==> src/hdl/utf8v_pkg.sv <==
// ----------------------------------------------------------------------------
// utf8v_pkg
// Types and byte constants shared by the strict UTF-8 stream checker.
// ----------------------------------------------------------------------------
package utf8v_pkg;

    // byte masks and patterns
    localparam logic [7:0] C_MASK_TOP2   = 8'hc0;
    localparam logic [7:0] C_MASK_TOP3   = 8'he0;
    localparam logic [7:0] C_MASK_TOP4   = 8'hf0;
    localparam logic [7:0] C_MASK_TOP5   = 8'hf8;
    localparam logic [7:0] C_MASK_TOP7   = 8'hfe;
    localparam logic [7:0] C_CONT_TAG    = 8'h80;
    localparam logic [7:0] C_LEAD2_TAG   = 8'hc0;
    localparam logic [7:0] C_LEAD3_TAG   = 8'he0;
    localparam logic [7:0] C_LEAD4_TAG   = 8'hf0;

    // special lead and continuation values
    localparam logic [7:0] C_LEAD_E0     = 8'he0;
    localparam logic [7:0] C_LEAD_ED     = 8'hed;
    localparam logic [7:0] C_LEAD_EF     = 8'hef;
    localparam logic [7:0] C_LEAD_F0     = 8'hf0;
    localparam logic [7:0] C_LEAD_F4     = 8'hf4;
    localparam logic [7:0] C_SURR_TAG    = 8'ha0;
    localparam logic [7:0] C_CONT_BF     = 8'hbf;
    localparam logic [7:0] C_NONCHAR_TAG = 8'hbe;
    localparam logic [7:0] C_F4_CONT_MAX = 8'h8f;

    // continuation counts
    localparam logic [1:0] C_NEED_NONE   = 2'd0;
    localparam logic [1:0] C_NEED_ONE    = 2'd1;
    localparam logic [1:0] C_NEED_TWO    = 2'd2;
    localparam logic [1:0] C_NEED_THREE  = 2'd3;

    // open sequence and scan status
    typedef struct packed {
        logic [7:0] lead_byte;
        logic [7:0] second_byte;
        logic [1:0] bytes_expected;
        logic [1:0] bytes_seen;
        logic       error_found;
        logic       scan_stopped;
    } t_seq_state;

    // per-word events from the decoder
    typedef struct packed {
        logic lead_taken;
        logic bad;
    } t_step_flags;

endpackage

==> src/hdl/utf8v_if.sv <==
// ----------------------------------------------------------------------------
// utf8v channel interfaces
// Valid/ready channels for the byte stream and for the verdict.
// ----------------------------------------------------------------------------
interface utf8v_byte_if;
    logic       valid;
    logic       ready;
    logic [7:0] data_byte;
    logic       is_last;

    modport source (output valid, output data_byte, output is_last, input ready);
    modport sink   (input valid, input data_byte, input is_last, output ready);
endinterface

interface utf8v_result_if;
    logic        valid;
    logic        ready;
    logic        malformed;
    logic [15:0] error_offset;

    modport source (output valid, output malformed, output error_offset, input ready);
    modport sink   (input valid, input malformed, input error_offset, output ready);
endinterface

==> src/hdl/utf8_stream_validator.sv <==
// ----------------------------------------------------------------------------
// utf8_stream_validator
// Strict UTF-8 check of a byte string; one verdict per string at its last word.
// ----------------------------------------------------------------------------
//  channel      dir  payload                        word
//  i_byte_ch    in   data_byte[7:0], is_last        one string byte
//  o_result_ch  out  malformed, error_offset[15:0]  one verdict per string
//
//  one byte per cycle unless the input stalls: the decode sits between the
//  sequence state registers and the result register, so a word can be taken every cycle
//  i_rst_n is synchronous; it clears the sequence state and the result valid
//  the input stalls only when a verdict is held and the sink is not ready
//  the verdict is registered and appears in the cycle after the last byte is taken
// ----------------------------------------------------------------------------
module utf8_stream_validator #(
    parameter int OFFSET_BITS = 16
) (
    input  logic             i_clk,
    input  logic             i_rst_n,
    utf8v_byte_if.sink       i_byte_ch,
    utf8v_result_if.source   o_result_ch
);
    import utf8v_pkg::*;

    localparam int OUT_BITS = 16;

    t_seq_state             r_seq;
    t_seq_state             n_seq;
    t_step_flags            step_flags;
    logic [OFFSET_BITS-1:0] r_byte_pos;
    logic [OFFSET_BITS-1:0] r_lead_pos;
    logic [OFFSET_BITS-1:0] r_err_pos;
    logic [OFFSET_BITS-1:0] n_err_pos;
    logic [OFFSET_BITS+OUT_BITS-1:0] err_pos_ext;
    logic                   r_out_valid;
    logic                   r_malformed;
    logic [OUT_BITS-1:0]    r_error_offset;
    logic                   in_acc;

    // handshake
    assign i_byte_ch.ready = !r_out_valid || o_result_ch.ready;
    assign in_acc          = i_byte_ch.valid && i_byte_ch.ready;

    // byte decode
    utf8v_step u_step (
        .i_state     (r_seq),
        .i_data_byte (i_byte_ch.data_byte),
        .i_is_last   (i_byte_ch.is_last),
        .o_state     (n_seq),
        .o_flags     (step_flags)
    );

    // position of the first malformed sequence
    always_comb begin
        n_err_pos = r_err_pos;
        if (step_flags.bad && !r_seq.error_found)
            n_err_pos = step_flags.lead_taken ? r_byte_pos : r_lead_pos;
    end

    assign err_pos_ext = {{OUT_BITS{1'b0}}, n_err_pos};

    // sequence state and offsets
    always_ff @(posedge i_clk) begin
        if (!i_rst_n) begin
            r_seq      <= '0;
            r_byte_pos <= '0;
            r_lead_pos <= '0;
            r_err_pos  <= '0;
        end else if (in_acc) begin
            if (i_byte_ch.is_last) begin
                r_seq      <= '0;
                r_byte_pos <= '0;
                r_lead_pos <= '0;
                r_err_pos  <= '0;
            end else begin
                r_seq     <= n_seq;
                r_err_pos <= n_err_pos;
                if (step_flags.lead_taken)
                    r_lead_pos <= r_byte_pos;
                if (r_byte_pos != {OFFSET_BITS{1'b1}})
                    r_byte_pos <= r_byte_pos + 1'b1;
            end
        end
    end

    // result register
    always_ff @(posedge i_clk) begin
        if (!i_rst_n) begin
            r_out_valid <= 1'b0;
        end else if (in_acc && i_byte_ch.is_last) begin
            r_out_valid <= 1'b1;
        end else if (o_result_ch.ready) begin
            r_out_valid <= 1'b0;
        end
    end

    always_ff @(posedge i_clk) begin
        if (in_acc && i_byte_ch.is_last) begin
            r_malformed    <= n_seq.error_found;
            r_error_offset <= n_seq.error_found ? err_pos_ext[OUT_BITS-1:0] : '0;
        end
    end

    assign o_result_ch.valid        = r_out_valid;
    assign o_result_ch.malformed    = r_malformed;
    assign o_result_ch.error_offset = r_error_offset;

    // checks
    a_no_valid_after_reset: assert property (@(posedge i_clk)
        !i_rst_n |=> !r_out_valid)
        else $error("result valid right after reset");

    a_last_gives_result: assert property (@(posedge i_clk) disable iff (!i_rst_n)
        (in_acc && i_byte_ch.is_last) |=> r_out_valid)
        else $error("last byte taken without a verdict");

    a_last_clears_state: assert property (@(posedge i_clk) disable iff (!i_rst_n)
        (in_acc && i_byte_ch.is_last) |=>
        (r_seq == '0 && r_byte_pos == '0 && r_err_pos == '0))
        else $error("state not cleared after last byte");

    a_valid_offset_zero: assert property (@(posedge i_clk) disable iff (!i_rst_n)
        (r_out_valid && !r_malformed) |-> (r_error_offset == '0))
        else $error("nonzero offset on a valid string");

    a_error_stops_scan: assert property (@(posedge i_clk) disable iff (!i_rst_n)
        r_seq.error_found |-> (r_seq.scan_stopped && r_seq.bytes_expected == C_NEED_NONE))
        else $error("scan still running after an error");

endmodule

==> src/hdl/utf8v_step.sv <==
// ----------------------------------------------------------------------------
// utf8v_step
// Next-state decode for one byte: lead classification, continuation checks
// (overlong, surrogate, noncharacter, range) and the open-at-end check.
// ----------------------------------------------------------------------------
module utf8v_step (
    input  utf8v_pkg::t_seq_state  i_state,
    input  logic [7:0]             i_data_byte,
    input  logic                   i_is_last,
    output utf8v_pkg::t_seq_state  o_state,
    output utf8v_pkg::t_step_flags o_flags
);
    import utf8v_pkg::*;

    logic [1:0] seen_inc;
    logic       cont_bad;
    logic       lead_bad;
    t_seq_state st;

    assign seen_inc = i_state.bytes_seen + 2'd1;

    // checks on a continuation word
    always_comb begin
        cont_bad = 1'b0;
        if ((i_data_byte & C_MASK_TOP2) != C_CONT_TAG) begin
            cont_bad = 1'b1;
        end else if (seen_inc == C_NEED_ONE) begin
            if (i_state.lead_byte == C_LEAD_E0 && (i_data_byte & C_MASK_TOP3) == C_CONT_TAG)
                cont_bad = 1'b1;
            if (i_state.lead_byte == C_LEAD_ED && (i_data_byte & C_MASK_TOP3) == C_SURR_TAG)
                cont_bad = 1'b1;
            if (i_state.lead_byte == C_LEAD_F0 && (i_data_byte & C_MASK_TOP4) == C_CONT_TAG)
                cont_bad = 1'b1;
            if (i_state.lead_byte == C_LEAD_F4 && i_data_byte > C_F4_CONT_MAX)
                cont_bad = 1'b1;
        end else if (seen_inc == C_NEED_TWO) begin
            if (i_state.lead_byte == C_LEAD_EF && i_state.second_byte == C_CONT_BF
                && (i_data_byte & C_MASK_TOP7) == C_NONCHAR_TAG)
                cont_bad = 1'b1;
        end
    end

    // sequence state update
    always_comb begin
        st       = i_state;
        lead_bad = 1'b0;
        o_flags  = '0;
        if (!i_state.scan_stopped) begin
            if (i_state.bytes_expected != C_NEED_NONE) begin
                // continuation slot
                if (cont_bad) begin
                    o_flags.bad = 1'b1;
                end else begin
                    if (seen_inc == C_NEED_ONE)
                        st.second_byte = i_data_byte;
                    if (seen_inc == i_state.bytes_expected) begin
                        st.bytes_expected = C_NEED_NONE;
                        st.bytes_seen     = C_NEED_NONE;
                    end else begin
                        st.bytes_seen = seen_inc;
                    end
                end
            end else begin
                // lead slot
                o_flags.lead_taken = 1'b1;
                st.lead_byte       = i_data_byte;
                st.bytes_seen      = C_NEED_NONE;
                if (i_data_byte == 8'h00) begin
                    st.scan_stopped = 1'b1;
                end else if (i_data_byte < C_CONT_TAG) begin
                    st.bytes_expected = C_NEED_NONE;
                end else if ((i_data_byte & C_MASK_TOP3) == C_LEAD2_TAG) begin
                    if ((i_data_byte & C_MASK_TOP7) == C_LEAD2_TAG) lead_bad = 1'b1;
                    else st.bytes_expected = C_NEED_ONE;
                end else if ((i_data_byte & C_MASK_TOP4) == C_LEAD3_TAG) begin
                    st.bytes_expected = C_NEED_TWO;
                end else if ((i_data_byte & C_MASK_TOP5) == C_LEAD4_TAG) begin
                    if (i_data_byte > C_LEAD_F4) lead_bad = 1'b1;
                    else st.bytes_expected = C_NEED_THREE;
                end else begin
                    lead_bad = 1'b1;
                end
                o_flags.bad = lead_bad;
            end
        end

        // sequence still open at the final word
        if (i_is_last && !o_flags.bad && !st.scan_stopped && st.bytes_expected != C_NEED_NONE)
            o_flags.bad = 1'b1;

        if (o_flags.bad) begin
            st.error_found    = 1'b1;
            st.scan_stopped   = 1'b1;
            st.bytes_expected = C_NEED_NONE;
            st.bytes_seen     = C_NEED_NONE;
        end
        o_state = st;
    end

endmodule

==> src/flat_wrapper.sv <==
// flat-port wrapper written by rule: the top's interface ports become plain ports
module utf8_stream_validator_flat import utf8v_pkg::*;
#(
    parameter int OFFSET_BITS = 16
)
  (i_clk, i_rst_n, i_byte_ch_valid, i_byte_ch_data_byte, i_byte_ch_is_last, i_byte_ch_ready, o_result_ch_valid, o_result_ch_malformed, o_result_ch_error_offset, o_result_ch_ready);
  utf8v_byte_if i_byte_ch_i ();
  utf8v_result_if o_result_ch_i ();
  input  logic i_clk;
  input  logic i_rst_n;
  input wire logic [$bits(i_byte_ch_i.valid)-1:0] i_byte_ch_valid;
  input wire logic [$bits(i_byte_ch_i.data_byte)-1:0] i_byte_ch_data_byte;
  input wire logic [$bits(i_byte_ch_i.is_last)-1:0] i_byte_ch_is_last;
  output wire logic [$bits(i_byte_ch_i.ready)-1:0] i_byte_ch_ready;
  output wire logic [$bits(o_result_ch_i.valid)-1:0] o_result_ch_valid;
  output wire logic [$bits(o_result_ch_i.malformed)-1:0] o_result_ch_malformed;
  output wire logic [$bits(o_result_ch_i.error_offset)-1:0] o_result_ch_error_offset;
  input wire logic [$bits(o_result_ch_i.ready)-1:0] o_result_ch_ready;
  assign i_byte_ch_i.valid = i_byte_ch_valid;
  assign i_byte_ch_i.data_byte = i_byte_ch_data_byte;
  assign i_byte_ch_i.is_last = i_byte_ch_is_last;
  assign i_byte_ch_ready = i_byte_ch_i.ready;
  assign o_result_ch_valid = o_result_ch_i.valid;
  assign o_result_ch_malformed = o_result_ch_i.malformed;
  assign o_result_ch_error_offset = o_result_ch_i.error_offset;
  assign o_result_ch_i.ready = o_result_ch_ready;
  utf8_stream_validator #(.OFFSET_BITS(OFFSET_BITS)) u_core (.i_clk(i_clk), .i_rst_n(i_rst_n), .i_byte_ch(i_byte_ch_i), .o_result_ch(o_result_ch_i));
endmodule
==> config.mk <==
export PLATFORM = sky130hd
export DESIGN_NAME = utf8_stream_validator_flat
export DESIGN_NICKNAME = d
export VERILOG_FILES = /design/src/hdl/utf8v_pkg.sv /design/src/hdl/utf8v_if.sv /design/src/hdl/utf8_stream_validator.sv /design/src/hdl/utf8v_step.sv /design/src/flat_wrapper.sv
export SDC_FILE = /design/constraint.sdc
export NUM_CORES = 1
export LEC_CHECK = 0
export ABC_CLOCK_PERIOD_IN_PS = 3150
export BUFFER_PORTS_ARGS = -buffer_cell sky130_fd_sc_hd__buf_2
export CORE_UTILIZATION = 40
export DETAILED_ROUTE_END_ITERATION = 16
export SYNTH_ARGS = -nofsm -noshare
export SYNTH_HDL_FRONTEND = slang
export SYNTH_SLANG_ARGS = --single-unit
==> constraint.sdc <==
create_clock -name i_clk -period 3.15 [get_ports i_clk]
set_input_delay 0.315 -clock i_clk [delete_from_list [all_inputs] [get_ports i_clk]]
set_output_delay 0.315 -clock i_clk [all_outputs]
set_load 0.02 [all_outputs]
==> out/qor.txt <==
Outcome -> complete, no violations
Fmax -> 410 MHz
Die extent in y -> 103 um
Register share of total power -> 0.550
Post-DR wirelength/cell -> 14.2 um
Vias per inst -> 5.38
RePlAce Congestion -> 0.841
Critical path data required time -> 3.27 ns
Initial drt markers -> 145
Max stage delay on crit path -> 0.47 ns
DP Cell Count -> 586
Final setup violation count -> 0
Sink Count -> 88
Area Overhead vs Synth -> 11.7%
Clk_skew -> 0.0133 ns
Clock Power Share -> 0.359
Post-synth EDFFs -> 17
Internal reg-to-reg setup slack -> 0.71 ns
DR pass1 iterations -> 4
Area of the mapped netlist -> 4090 um2
Seq cells post-synth -> 88
Core area -> 9820 um2
Yosys top cell by area -> dfxtp_1
CP Launch Type -> register
Commonest non-fill, non-tap cell in the layout -> dfxtp_1
FP Rows -> 36
Clock Latency Late Sink -> 0.36 ns
Starting density of the core -> 0.416
Reg2reg end -> u_core.o_result_ch.error_offset[9]
IO Port Bufs -> 31
Via count of the first global-routing pass -> 2,954
Worst Tran Pin Value -> 0.635 ns
Post-synthesis net count -> 458
Psw -> 0.000597 W
Cells on worst reg2reg path -> 9
Layout Nets -> 480
Slew HR -> 0.576
Clock-pin slew on the worst setup and hold paths -> 0.10 ns
Hold Path Class -> in -> reg
Top cells by area, synth -> dfxtp_1, edfxtp_1, mux2i_1
Die area -> 10,600 um2
CP Cell Sequence -> inv_1 > ha_1 > xor2_1 > o31a_1 > a41oi_1 > o21ai_0 > o21bai_1 > buf_4 > a21oi_1
Detailed placement HPWL -> 6020 um
Internal power -> 0.00153 W
Worst reg2reg path startpoint -> u_core.r_seq[2]
Logic pwr share -> 0.090
Cts hold-fix bufs -> 0
Synthesized area per cell -> 9.25 um2
RSZ-0062 raised after global routing -> no
Yosys top cell area share -> 0.348
Routed via count -> 3,238
Crit end category -> register
I/O pin total -> 32
Worst path slowest cell -> dfxtp_1
Worst endpoint data arrival time -> 2.56 ns
Ys async rst share -> 0
TritonCTS clock tree -> yes
Setup TNS after final layout -> 0 ns
GRT Overall Usage -> 0.178
CTS Root Cell -> clkbuf_8
Buffer depth of the longest clock path -> 2
Largest net degree at the start of global routing -> 37
Overall die width -> 103 um
Leading cell types in the layout, fill and taps excluded -> dfxtp_1, nand2_1, nor2_1, a21oi_1, buf_2
Post-CTS setup buffer count -> 0
CTS Buf Count -> 9
Layout Cells excl Fill -> 602
Crit-path max FO -> 17
Leakage -> 1.67 nW
Post-cts gate resize count -> 0
Final hold vios -> 0
Max-Cap Viols -> 0
Worst Setup EP -> u_core.o_result_ch.error_offset[9]
PwrDens -> 467 nW/um2
ANT cells -> 0
Max VDD drop -> 0.000252 V
Drt total wl -> 8570 um
Initial antenna violation count -> 0
Period utilization -> 0.775
Cells after Synth -> 442
Final Max Slew Viols -> 0
Setup crit start -> u_core.r_seq[2]
DRC Markers -> 0
Crit path kind -> reg -> reg
First-pass GRT wire length -> 14,700 um
DRT antenna net count -> 0
Fin crit period -> 2.44 ns
Worst hold slack -> 0.232 ns
Share of cells above drive strength 1 -> 0.141
Switching portion of total power -> 0.280
Ys flop type -> dfxtp_1
YS warnings -> 0
Gr ovfl total -> 0
Share of the yosys chip area belonging to registers -> 0.473
Yosys cell types -> 49
H-tree levels -> 3
## cells by family after synthesis
logic type | count (synthesis) | synth area share
flip-flops | 88 | 0.473
XOR/XNOR | 16 | 0.0343
adder cells (fa/ha/maj) | 3 | 0.00918
AO/OA/AOI/OAI | 114 | 0.199
AND/OR/NAND/NOR | 162 | 0.192
multiplexers | 23 | 0.0575
buffers and inverters | 36 | 0.0358
## cell usage after synthesis, types with 8 or more instances
cell and instances:
mux2i_1 22, nand2_1 41, a21oi_1 36, buf_2 8, nor2_1 40, clkbuf_1 19, dfxtp_1 71, edfxtp_1 17
nand4_1 9, nor2b_1 18, nand3_1 22, xor2_1 13, nor3_1 9, a22oi_1 16, o2bb2ai_1 16, a21boi_0 12
o21ai_0 10
## flip-flops by register name, indices dropped and copies added, names as in the netlist
| register | cells |
|---|---|
| u_core.r_byte_pos | 16 |
| u_core.r_lead_pos | 16 |
| u_core.r_seq | 22 |
| u_core.r_err_pos | 16 |
| u_core.o_result_ch.valid | 1 |
| u_core.o_result_ch.error_offset | 16 |
| u_core.o_result_ch.malformed | 1 |
## worst max-delay path: cells and delay by family (launching register included)
family | cells | cell delay [ns]
flops | 1 | 0.47
compound gates | 5 | 0.88
xor+xnor | 1 | 0.17
fa+ha+maj | 1 | 0.35
buf+inv | 2 | 0.33
## worst min path at each step
stage / start / to / slack (ns) / cells past startpoint
after floorplan: u_core.r_seq[12] / u_core.r_seq[12] / 0.40 / 2
after CTS: i_byte_ch_valid / u_core.o_result_ch.valid / 0.22 / 3
after global routing: i_byte_ch_valid / u_core.o_result_ch.valid / 0.23 / 3
after global placement: u_core.r_seq[12] / u_core.r_seq[12] / 0.41 / 2
final: i_byte_ch_valid / u_core.o_result_ch.valid / 0.23 / 3
after detailed placement: u_core.r_seq[12] / u_core.r_seq[12] / 0.42 / 2
## power by group through the flow
| stage | Clock (W) | Sequential (W) | Combinational [W] |
|---|---|---|---|
| 2_1_floorplan | 0 | 0.00121 | 0.000125 |
| 3_3_place_gp | 0 | 0.00120 | 0.000192 |
| 3_5_place_dp | 0 | 0.00120 | 0.000193 |
| 4_1_cts | 0.000790 | 0.00117 | 0.000193 |
| 5_1_grt | 0.000833 | 0.00118 | 0.000212 |
| 6_report | 0.000766 | 0.00117 | 0.000193 |
## metrics by stage
step | cell area, um2 | power [W] | utilization | setup WS, ns
floorplan | 4090 | 0.00133 | - | 0.656
global route | 4570 | 0.00222 | 0.465 | 0.535
global placement | 4370 | 0.00139 | 0.445 | 0.718
finish | 4570 | 0.00213 | 0.465 | 0.710
CTS | 4570 | 0.00216 | 0.465 | 0.706
detailed placement | 4370 | 0.00139 | 0.445 | 0.699
## layer usage
layer  up-vias  track usage  routed length, um
li1       1650            -                  -
met1      1522        0.259               4410
met2        58        0.264               3720
met3         8       0.0373                365
met4         0       0.0531                 70
met5         -            0                  0
## area by class of cell
type                       count  area [um2]
clock buffer                   9         124
clock inverter                 7        77.6
fill                         987        5250
inverter                       6        22.5
multi-input combinational    318        2010
sequential                    88        1930
tap                          133         166
timing repair buffer          41         230
Note: power is estimated with default switching activity, not from simulation.
